### src/rtl/rmdf_pkg.sv
// shared constants and types for the recent message dedup filter
// no dependencies; imported by every module of the block except rmdf_ram
package rmdf_pkg;

    localparam int RING_DEPTH = 32;
    localparam int IDX_W      = (RING_DEPTH > 1) ? $clog2(RING_DEPTH) : 1;
    localparam int CNT_W      = $clog2(RING_DEPTH + 1);

    localparam int QUEUE_DEPTH = 2;
    localparam int QPTR_W      = $clog2(QUEUE_DEPTH);
    localparam int QCNT_W      = $clog2(QUEUE_DEPTH + 1);

    localparam logic [31:0] HASH_BASIS = 32'd2166136261;
    localparam logic [31:0] HASH_PRIME = 32'd16777619;

    typedef logic [31:0] hash_t;

    typedef struct packed {
        logic full;
        logic empty;
    } rmdf_q_status_t;

endpackage

### src/rtl/recent_message_dedup_filter_top.sv
// Recent message duplicate filter. Key bytes enter one word per cycle and are
// folded into a 32-bit FNV-1a hash; a word with tlast set closes the key. The
// finished hash goes into a two-entry queue, and the ring lookup compares it
// against the filled entries of a 32-entry ring memory, one entry at a time
// through a read state and a compare state (one read port with registered
// data); the byte side keeps taking one word per cycle while the queue has
// room. A miss is written at the ring's next position.
// No clearing pass is needed after reset. depends on rmdf_pkg and all rmdf_ modules
module recent_message_dedup_filter_top (
    input  logic        aclk,
    input  logic        aresetn,
    input  logic        s_axis_tvalid,
    output logic        s_axis_tready,
    input  logic [7:0]  s_axis_tdata,   // key_byte
    input  logic        s_axis_tlast,   // final_byte
    output logic        m_axis_tvalid,
    input  logic        m_axis_tready,
    output logic [31:0] m_axis_tdata,   // key_hash
    output logic        m_axis_tuser    // is_duplicate
);
    import rmdf_pkg::*;

    rmdf_q_status_t q_status;
    logic           q_push;
    hash_t          q_push_data;
    logic           q_pop;
    hash_t          q_pop_data;

    rmdf_hash u_hash (
        .aclk          (aclk),
        .aresetn       (aresetn),
        .s_axis_tvalid (s_axis_tvalid),
        .s_axis_tready (s_axis_tready),
        .s_axis_tdata  (s_axis_tdata),
        .s_axis_tlast  (s_axis_tlast),
        .q_status      (q_status),
        .q_push        (q_push),
        .q_push_data   (q_push_data)
    );

    rmdf_queue u_queue (
        .aclk      (aclk),
        .aresetn   (aresetn),
        .push      (q_push),
        .push_data (q_push_data),
        .pop       (q_pop),
        .pop_data  (q_pop_data),
        .status    (q_status)
    );

    rmdf_ring u_ring (
        .aclk          (aclk),
        .aresetn       (aresetn),
        .q_status      (q_status),
        .q_pop_data    (q_pop_data),
        .q_pop         (q_pop),
        .m_axis_tvalid (m_axis_tvalid),
        .m_axis_tready (m_axis_tready),
        .m_axis_tdata  (m_axis_tdata),
        .m_axis_tuser  (m_axis_tuser)
    );

endmodule

### src/rtl/rmdf_ram.sv
// generic single write port, single read port ram with registered read
// no dependencies
module rmdf_ram #(
    parameter int WIDTH = 32,
    parameter int DEPTH = 32,
    localparam int AW = (DEPTH > 1) ? $clog2(DEPTH) : 1
) (
    input  logic             aclk,
    input  logic             we,
    input  logic [AW-1:0]    waddr,
    input  logic [WIDTH-1:0] wdata,
    input  logic [AW-1:0]    raddr,
    output logic [WIDTH-1:0] rdata
);

    logic [WIDTH-1:0] mem [DEPTH];
    logic [WIDTH-1:0] rdata_reg;

    always_ff @(posedge aclk) begin
        if (we) begin
            mem[waddr] <= wdata;
        end
        rdata_reg <= mem[raddr];
    end

    assign rdata = rdata_reg;

endmodule

### src/rtl/rmdf_hash.sv
// front end: folds key bytes into a running fnv-1a hash, pushes the finished hash
// depends on rmdf_pkg
module rmdf_hash (
    input  logic                   aclk,
    input  logic                   aresetn,
    input  logic                   s_axis_tvalid,
    output logic                   s_axis_tready,
    input  logic [7:0]             s_axis_tdata,   // key_byte
    input  logic                   s_axis_tlast,   // final_byte
    input  rmdf_pkg::rmdf_q_status_t q_status,
    output logic                   q_push,
    output rmdf_pkg::hash_t        q_push_data
);
    import rmdf_pkg::*;

    hash_t hash_reg;
    hash_t hash_next;
    hash_t mix;
    hash_t prod;
    logic  accept;

    assign s_axis_tready = !q_status.full;
    assign accept        = s_axis_tvalid && s_axis_tready;

    always_comb begin
        mix  = hash_reg ^ {24'd0, s_axis_tdata};
        prod = mix * HASH_PRIME;
        hash_next = hash_reg;
        if (accept) begin
            hash_next = s_axis_tlast ? HASH_BASIS : prod;
        end
    end

    assign q_push      = accept && s_axis_tlast;
    assign q_push_data = prod;

    always_ff @(posedge aclk) begin
        if (!aresetn) begin
            hash_reg <= HASH_BASIS;
        end else begin
            hash_reg <= hash_next;
        end
    end

endmodule

### src/rtl/rmdf_queue.sv
// two-entry hash queue between the hashing front end and the ring lookup
// depends on rmdf_pkg
module rmdf_queue (
    input  logic                    aclk,
    input  logic                    aresetn,
    input  logic                    push,
    input  rmdf_pkg::hash_t         push_data,
    input  logic                    pop,
    output rmdf_pkg::hash_t         pop_data,
    output rmdf_pkg::rmdf_q_status_t status
);
    import rmdf_pkg::*;

    hash_t             entry_reg [QUEUE_DEPTH];
    logic [QPTR_W-1:0] wr_ptr_reg;
    logic [QPTR_W-1:0] rd_ptr_reg;
    logic [QCNT_W-1:0] count_reg;
    logic [QPTR_W-1:0] wr_ptr_next;
    logic [QPTR_W-1:0] rd_ptr_next;
    logic [QCNT_W-1:0] count_next;
    logic              do_push;
    logic              do_pop;

    assign status.full  = (count_reg == QCNT_W'(QUEUE_DEPTH));
    assign status.empty = (count_reg == '0);
    assign do_push      = push && !status.full;
    assign do_pop       = pop && !status.empty;
    assign pop_data     = entry_reg[rd_ptr_reg];

    always_comb begin
        wr_ptr_next = wr_ptr_reg;
        rd_ptr_next = rd_ptr_reg;
        count_next  = count_reg;
        if (do_push) begin
            wr_ptr_next = (wr_ptr_reg == QPTR_W'(QUEUE_DEPTH - 1)) ? '0 : wr_ptr_reg + 1'b1;
        end
        if (do_pop) begin
            rd_ptr_next = (rd_ptr_reg == QPTR_W'(QUEUE_DEPTH - 1)) ? '0 : rd_ptr_reg + 1'b1;
        end
        if (do_push && !do_pop) begin
            count_next = count_reg + 1'b1;
        end else if (do_pop && !do_push) begin
            count_next = count_reg - 1'b1;
        end
    end

    always_ff @(posedge aclk) begin
        if (!aresetn) begin
            wr_ptr_reg <= '0;
            rd_ptr_reg <= '0;
            count_reg  <= '0;
        end else begin
            wr_ptr_reg <= wr_ptr_next;
            rd_ptr_reg <= rd_ptr_next;
            count_reg  <= count_next;
        end
    end

    always_ff @(posedge aclk) begin
        if (do_push) begin
            entry_reg[wr_ptr_reg] <= push_data;
        end
    end

endmodule

### src/rtl/rmdf_ring.sv
// back end: scans the ring of recent hashes, records new ones, drives the result word
// depends on rmdf_pkg and rmdf_ram
module rmdf_ring (
    input  logic                    aclk,
    input  logic                    aresetn,
    input  rmdf_pkg::rmdf_q_status_t q_status,
    input  rmdf_pkg::hash_t         q_pop_data,
    output logic                    q_pop,
    output logic                    m_axis_tvalid,
    input  logic                    m_axis_tready,
    output logic [31:0]             m_axis_tdata,  // key_hash
    output logic                    m_axis_tuser   // is_duplicate
);
    import rmdf_pkg::*;

    typedef enum logic [1:0] {
        ST_IDLE,
        ST_READ,
        ST_CMP,
        ST_DONE
    } state_t;

    state_t           state_reg;
    hash_t            key_reg;
    logic             dup_reg;
    logic [IDX_W-1:0] idx_reg;
    logic [IDX_W-1:0] wpos_reg;
    logic [CNT_W-1:0] fill_reg;
    logic             m_valid_reg;
    hash_t            m_data_reg;
    logic             m_user_reg;

    hash_t            rd_data;
    logic             out_free;
    logic             wr_en;
    logic             last_idx;

    assign q_pop    = (state_reg == ST_IDLE) && !q_status.empty;
    assign out_free = !m_valid_reg || m_axis_tready;
    assign wr_en    = (state_reg == ST_DONE) && out_free && !dup_reg;
    assign last_idx = ((CNT_W'(idx_reg) + CNT_W'(1)) == fill_reg);

    rmdf_ram #(
        .WIDTH (32),
        .DEPTH (RING_DEPTH)
    ) u_ram (
        .aclk  (aclk),
        .we    (wr_en),
        .waddr (wpos_reg),
        .wdata (key_reg),
        .raddr (idx_reg),
        .rdata (rd_data)
    );

    always_ff @(posedge aclk) begin
        if (!aresetn) begin
            state_reg   <= ST_IDLE;
            wpos_reg    <= '0;
            fill_reg    <= '0;
            m_valid_reg <= 1'b0;
        end else begin
            // the done state drives the valid flag itself
            if (m_valid_reg && m_axis_tready && (state_reg != ST_DONE)) begin
                m_valid_reg <= 1'b0;
            end
            unique case (state_reg)
                ST_IDLE: begin
                    if (!q_status.empty) begin
                        key_reg   <= q_pop_data;
                        idx_reg   <= '0;
                        dup_reg   <= 1'b0;
                        state_reg <= (fill_reg == '0) ? ST_DONE : ST_READ;
                    end
                end
                ST_READ: begin
                    state_reg <= ST_CMP;
                end
                ST_CMP: begin
                    if (rd_data == key_reg) begin
                        dup_reg   <= 1'b1;
                        state_reg <= ST_DONE;
                    end else if (last_idx) begin
                        state_reg <= ST_DONE;
                    end else begin
                        idx_reg   <= idx_reg + 1'b1;
                        state_reg <= ST_READ;
                    end
                end
                ST_DONE: begin
                    if (out_free) begin
                        m_valid_reg <= 1'b1;
                        m_data_reg  <= key_reg;
                        m_user_reg  <= dup_reg;
                        if (!dup_reg) begin
                            wpos_reg <= (wpos_reg == IDX_W'(RING_DEPTH - 1)) ?
                                        '0 : wpos_reg + 1'b1;
                            if (fill_reg != CNT_W'(RING_DEPTH)) begin
                                fill_reg <= fill_reg + 1'b1;
                            end
                        end
                        state_reg <= ST_IDLE;
                    end
                end
            endcase
        end
    end

    assign m_axis_tvalid = m_valid_reg;
    assign m_axis_tdata  = m_data_reg;
    assign m_axis_tuser  = m_user_reg;

`ifndef SYNTHESIS
    a_fill_bound: assert property (@(posedge aclk) disable iff (!aresetn)
        fill_reg <= CNT_W'(RING_DEPTH))
        else $error("fill count beyond ring depth");

    a_wpos_tracks_fill: assert property (@(posedge aclk) disable iff (!aresetn)
        (fill_reg != CNT_W'(RING_DEPTH)) |-> (CNT_W'(wpos_reg) == fill_reg))
        else $error("write position out of step with fill count");

    a_scan_in_filled: assert property (@(posedge aclk) disable iff (!aresetn)
        (state_reg == ST_CMP) |-> (CNT_W'(idx_reg) < fill_reg))
        else $error("scan reached an unfilled entry");

    a_record_grows: assert property (@(posedge aclk) disable iff (!aresetn)
        (wr_en && (fill_reg != CNT_W'(RING_DEPTH))) |=>
        (fill_reg == $past(fill_reg) + CNT_W'(1)))
        else $error("recorded hash did not grow fill count");
`endif

endmodule
### config.mk
export PLATFORM = sky130hd
export DESIGN_NAME = recent_message_dedup_filter_top
export DESIGN_NICKNAME = d
export VERILOG_FILES = /design/src/rtl/rmdf_pkg.sv /design/src/rtl/recent_message_dedup_filter_top.sv /design/src/rtl/rmdf_ram.sv /design/src/rtl/rmdf_hash.sv /design/src/rtl/rmdf_queue.sv /design/src/rtl/rmdf_ring.sv
export SDC_FILE = /design/constraint.sdc
export NUM_CORES = 1
export LEC_CHECK = 0
export BUFFER_PORTS_ARGS = -buffer_cell sky130_fd_sc_hd__buf_2
export CAP_MARGIN = 10
export CORE_MARGIN = 2
export CORE_UTILIZATION = 58
export DETAILED_ROUTE_END_ITERATION = 8
export GPL_ROUTABILITY_DRIVEN = 1
export PLACE_DENSITY = 0.7
export SLEW_MARGIN = 20
export SYNTH_ARGS = -nofsm -noshare
export SYNTH_HDL_FRONTEND = slang
export SYNTH_SLANG_ARGS = --single-unit
export TNS_END_PERCENT = 30
### constraint.sdc
create_clock -name aclk -period 9.4 [get_ports aclk]
set_input_delay 1.41 -clock aclk [delete_from_list [all_inputs] [get_ports aclk]]
set_output_delay 1.41 -clock aclk [all_outputs]
set_load 0.1 [all_outputs]
---- Word-level counts from Yosys, hierarchy flattened ----
Memories as Yosys holds them, arrays and structs flattened. A register that Yosys moved wholly into a read port is not among the register bits.
Cells that the tools add are included.
word-level totals
  logic and storage cells ................. 96
  bits in read-only memories .............. 0
  output and inout bits ................... 35
  memories kept ........................... 2
  bits in registers ....................... 89
  memory bits (writable) .................. 1,088
  bits in latches ......................... 0
memories
  memory             words  width  rd ports  clocked after Yosys merged registers in  write ports  line              text
  u_ring.u_ram.mem   32     32     1         1                                        1            rmdf_ram.sv:16    logic [WIDTH-1:0] mem [DEPTH];
  u_queue.entry_reg  2      32     1         1                                        1            rmdf_queue.sv:14  hash_t entry_reg [QUEUE_DEPTH];
cells by class
  shift operators ......................... 0
  eq/ne operators ......................... 14
  muxes and demuxes ....................... 26
  divide/modulo/power cells ............... 0
  bitwise operators ....................... 3
  reductions and logical operators ........ 30
  order comparisons ....................... 0
  add/sub/neg operators ................... 8
  $mul .................................... 1
operators with widths
  cell                                                                   number
  32-bit equality test                                                   1
  32-bit by 25-bit multiplier with 32-bit output, second input constant  1
  32-bit 2-to-1 mux                                                      1
  32-bit by 8-bit XOR with 32-bit output                                 1
  5-bit 2-to-1 mux                                                       4
  2-bit 2-to-1 mux                                                       7
  1-bit logical AND                                                      11
  1-bit 2-to-1 mux                                                       11
  5-bit by 1-bit adder with 5-bit output, second input constant          2
  5-bit one-hot mux with 2 select lines                                  1
  3-bit AND reduction                                                    3
  2-bit != test, second input constant                                   4
  2-bit one-hot mux with 4 select lines                                  1
  4-bit AND reduction                                                    2
  5-bit by 1-bit adder with 6-bit output, second input constant          1
  6-bit by 1-bit adder with 6-bit output, second input constant          1
  2-bit equality test, second input constant                             3
  6-bit equality test                                                    1
  1-bit logical NOT                                                      6
  6-bit logical NOT                                                      1
  6-bit != test, second input constant                                   1
  5-bit equality test, second input constant                             1
  5-bit AND reduction                                                    1
  2-bit logical NOT                                                      2
  other kinds (10)                                                       14

---- Depth between registers and ports, before layout ----
  depth in word-level cells ............... 9
  depth in mapped cells ................... 24

---- Modules after synthesis ----
A second synthesis with hierarchy kept.
unflattened totals
  cell total of the unflattened synthesis .. 3,367
  area, all modules ....................... 53,288.6 um^2
by module, submodules not included
  module      cells each  instances  area each (um^2)  seq. area each (um^2)
  rmdf_ram    2,260       1          40,485.1          31,390.1
  rmdf_hash   753         1          6,887.9           640.6
  rmdf_ring   229         1          3,379.5           2,412.3
  rmdf_queue  125         1          2,536.2           2,021.9

---- Worst setup path before layout ----
OpenSTA, ideal clock, no wires.
  path kind ............................... input to register
  start ................................... input s_axis_tdata[3]
  end ..................................... memory u_queue.entry_reg[0][30] (netlist bit), data pin
  data arrival time ....................... 6,206 ps
  setup slack ............................. 2,931 ps
  cell stages on the path ................. 23
  data required time ...................... 9,138 ps
  setup time .............................. 262 ps
  path buffers ............................ 1
  cell sequence ........................... xor2_1 ha_1 ha_1 fa_1 ha_1 inv_1 fa_1 inv_1 ha_1 inv_1 fa_1 inv_1 ha_1 buf_6 a211oi_1 nand2_1 a31oi_1 o21bai_4 o2bb2ai_2 a211oi_2 o21bai_1 a21o_1 xor2_1
on the way
  word-level cells in the longest chain between the ends .. 2
ends and longest elaborated chain
  item                                            line                                   text
  start, declared                                 recent_message_dedup_filter_top.sv:14  input logic [7:0] s_axis_tdata,
  32-bit by 8-bit XOR with 32-bit output          rmdf_hash.sv:26                        mix = hash_reg ^ {24'd0, s_axis_tdata};
  32-bit by 25-bit multiplier with 32-bit output  rmdf_hash.sv:27                        prod = mix * HASH_PRIME;
  net q_push_data[30]                             recent_message_dedup_filter_top.sv:25  hash_t q_push_data;
  end, declared                                   rmdf_queue.sv:14
The timed path passes the listed nets, and every way through them passes these cells.

---- Final worst setup path ----
  start ................................... input s_axis_tdata[3]
  end ..................................... memory u_queue.entry_reg[1][30] (netlist bit), data pin
Same word-level chain as after synthesis.

==> reports/qor.yml <==
syn_inst: 2655
end_kind: "register"
setup_viol: 0
yosysWarnings: 0
rows: 110
grt_use_total: 0.269
fin_crit_ps: 6660
via_count: 25896
top_usage_layer: "met2"
drt-vias-per-instance: 6.35
mappedNetlistArea_um2: 52500
area_delta_synth_final_pct: 11.2
use_met1: 0.396
synth_cell_types: 63
period_share: 0.708
multi_input_area_um2: 15000
nNetsFinal: 3075
layout_common_cells: "1159 x edfxtp_1, 320 x mux4_2, 193 x ha_1"
drc: 0
placed_area_um2: 54500
antenna_cells: 0
ios: 48
start_util: 0.584
use_met3: 0.0401
critPathLaunch: "s_axis_tdata[3]"
cts_max_level: 3
outcome: "finished clean"
die_y_um: 305
cts_max_path_buffers: 3
clock_latency_ps: 710
arrival_ps: 7160
synth-edff-count: 1159
hp-class: "register to register"
ant_nets: 0
grt_pass1_wl_mm: 179
clock-sinks: 1241
worst_slew_pin_slew_ps: 1100
final.setup.tns_ps: 0
totalWireLength_mm: 123
crit_fanout: 8
antenna_found_initial: 0
firstDrtPassIters: 6
overflow: 0
routabilityCongestion: 0.846
final-max-slew-violation-count: 0
ys_ff_latch: 1241
dieArea_um2: 92900
reg2reg_from: "u_hash.hash_reg[3]$_SDFFE_PN0P_"
regArea_um2: 36400
grt_max_degree: 149
synthesis.nets: 2933
cts_setup_buffers: 0
ys_dominant_reg_cell: "edfxtp_1"
cts_root_buf: "clkbuf_16"
core-area_um2: 89900
grt_util_met2: 0.432
hold_viol: 0
worstHoldStart: "u_hash.hash_reg[3]$_SDFFE_PN0P_"
layout_commonest_cell: "edfxtp_1"
ys_seq_area_frac: 0.695
cts_resized: 0
hold_buffers: 0
fmax_mhz: 150
finalInstanceArea_um2: 58300
wl_per_cell_um: 30.2
grt_pass1_vias: 26390
dp_hpwl_mm: 69.1
crit_required_ps: 9900
avgSynthCellArea_um2: 19.8
ys_async_sr_fraction: 0
largest_register_ffs: 1024
clk_pin_slew_ps: 60
criticalPathCategory: "input pin to register"
hold-worst-slack_ps: 477
drive_gt1_frac: 0.248
cts_buffers: 117
rsz0062_at_grt: "no"
io_buffer_count: 47
worst_setup_path_start_kind: "input pin"
drt_iter0_markers: 3241
dieWidth_um: 305
n_fill_cell: 5963
relSlewSlack: 0.262
cts_tree: "yes"
fin_util: 0.649
cap_viol_max_count: 0
finClkSkew_ps: 54.0
## metrics by stage
stage	worst slack (ps)	cells
4_1_cts	2820	4073
6_report	2740	4076
5_1_grt	2430	4076
2_1_floorplan	2930	2655
3_3_place_gp	2340	3851
3_5_place_dp	2220	3851
## metal layers
layer  part of all wire  wire length [µm]
met1               0.40             49300
met2               0.49             60400
met3              0.085             10400
met4              0.023              2860
met5                  0                 0
## layout make-up
class / instances / share of cell area
flip-flops and latches: 1241 / 0.625
multi-input cells: 1120 / 0.258
clock buffers: 173 / 0.0560
well taps: 1176 / 0.0252
repair buffers: 126 / 0.0153
inverters: 191 / 0.0123
clock inverters: 49 / 0.00862
## cells by family (layout without fill, tap and decap cells)
family	after synthesis	in the layout	synth area share
flops	1241	1241	0.695
simple gates	236	236	0.0222
mux	385	385	0.151
fa+ha+maj	265	265	0.0735
buf+inv	294	539	0.0233
compound gates	129	129	0.0176
xor+xnor	105	105	0.0175
## cells in the mapped netlist, drive strengths merged, types with 4 or more instances
master  count  area [µm²]
a21oi      27         135
a21o       12        90.1
xnor2      76         666
or3         5        31.3
nor2b      19         119
and3        9        56.3
ha        193        2410
nand2      56         210
dfxtp      82        1640
inv       191         717
nand3      14        70.1
a21boi     10        75.1
nand3b      5        37.5
and2       14        87.6
nand4      15        93.8
mux2       64         721
a211oi     10        80.1
nor3       11        55.1
edfxtp   1159       34800
nand2b      6        37.5
nor4        4        25.0
clkbuf     58         218
a22oi      10        75.1
o21ai      22         118
o21bai      4        41.3
nor2       67         251
buf        45         287
fa         72        1440
mux4      320        7210
a31oi       4        25.0
o21a        7        52.6
xor2       29         254
## worst max-delay path, cell delays in order
cell and delay (ps):
buf_2 100, xor2_1 510, ha_1 380, ha_1 350, fa_1 500, ha_1 140, inv_1 50, fa_1 470
inv_1 40, ha_1 260, inv_1 40, fa_1 480, inv_1 40, ha_1 430, nand2_1 150, or3_1 400
a211oi_1 250, o21bai_4 220, o2bb2ai_2 210, a211oi_2 140, o21bai_1 190, a21o_1 190, xor2_1 200
## final timing paths
check                           slack (ps)                                 end  cells after the start
worst max register to register        3250  u_queue.entry_reg[1][30]$_DFFE_PP_                     22
worst min register to register         480     u_hash.hash_reg[3]$_SDFFE_PN0P_                      2
worst min-delay path                   480     u_hash.hash_reg[3]$_SDFFE_PN0P_                      2
worst max-delay path                  2740  u_queue.entry_reg[1][30]$_DFFE_PP_                     23
Power is left out: the tool's default activity adds up to more than one toggle a clock period on the data nets, which glitch-free logic cannot reach.
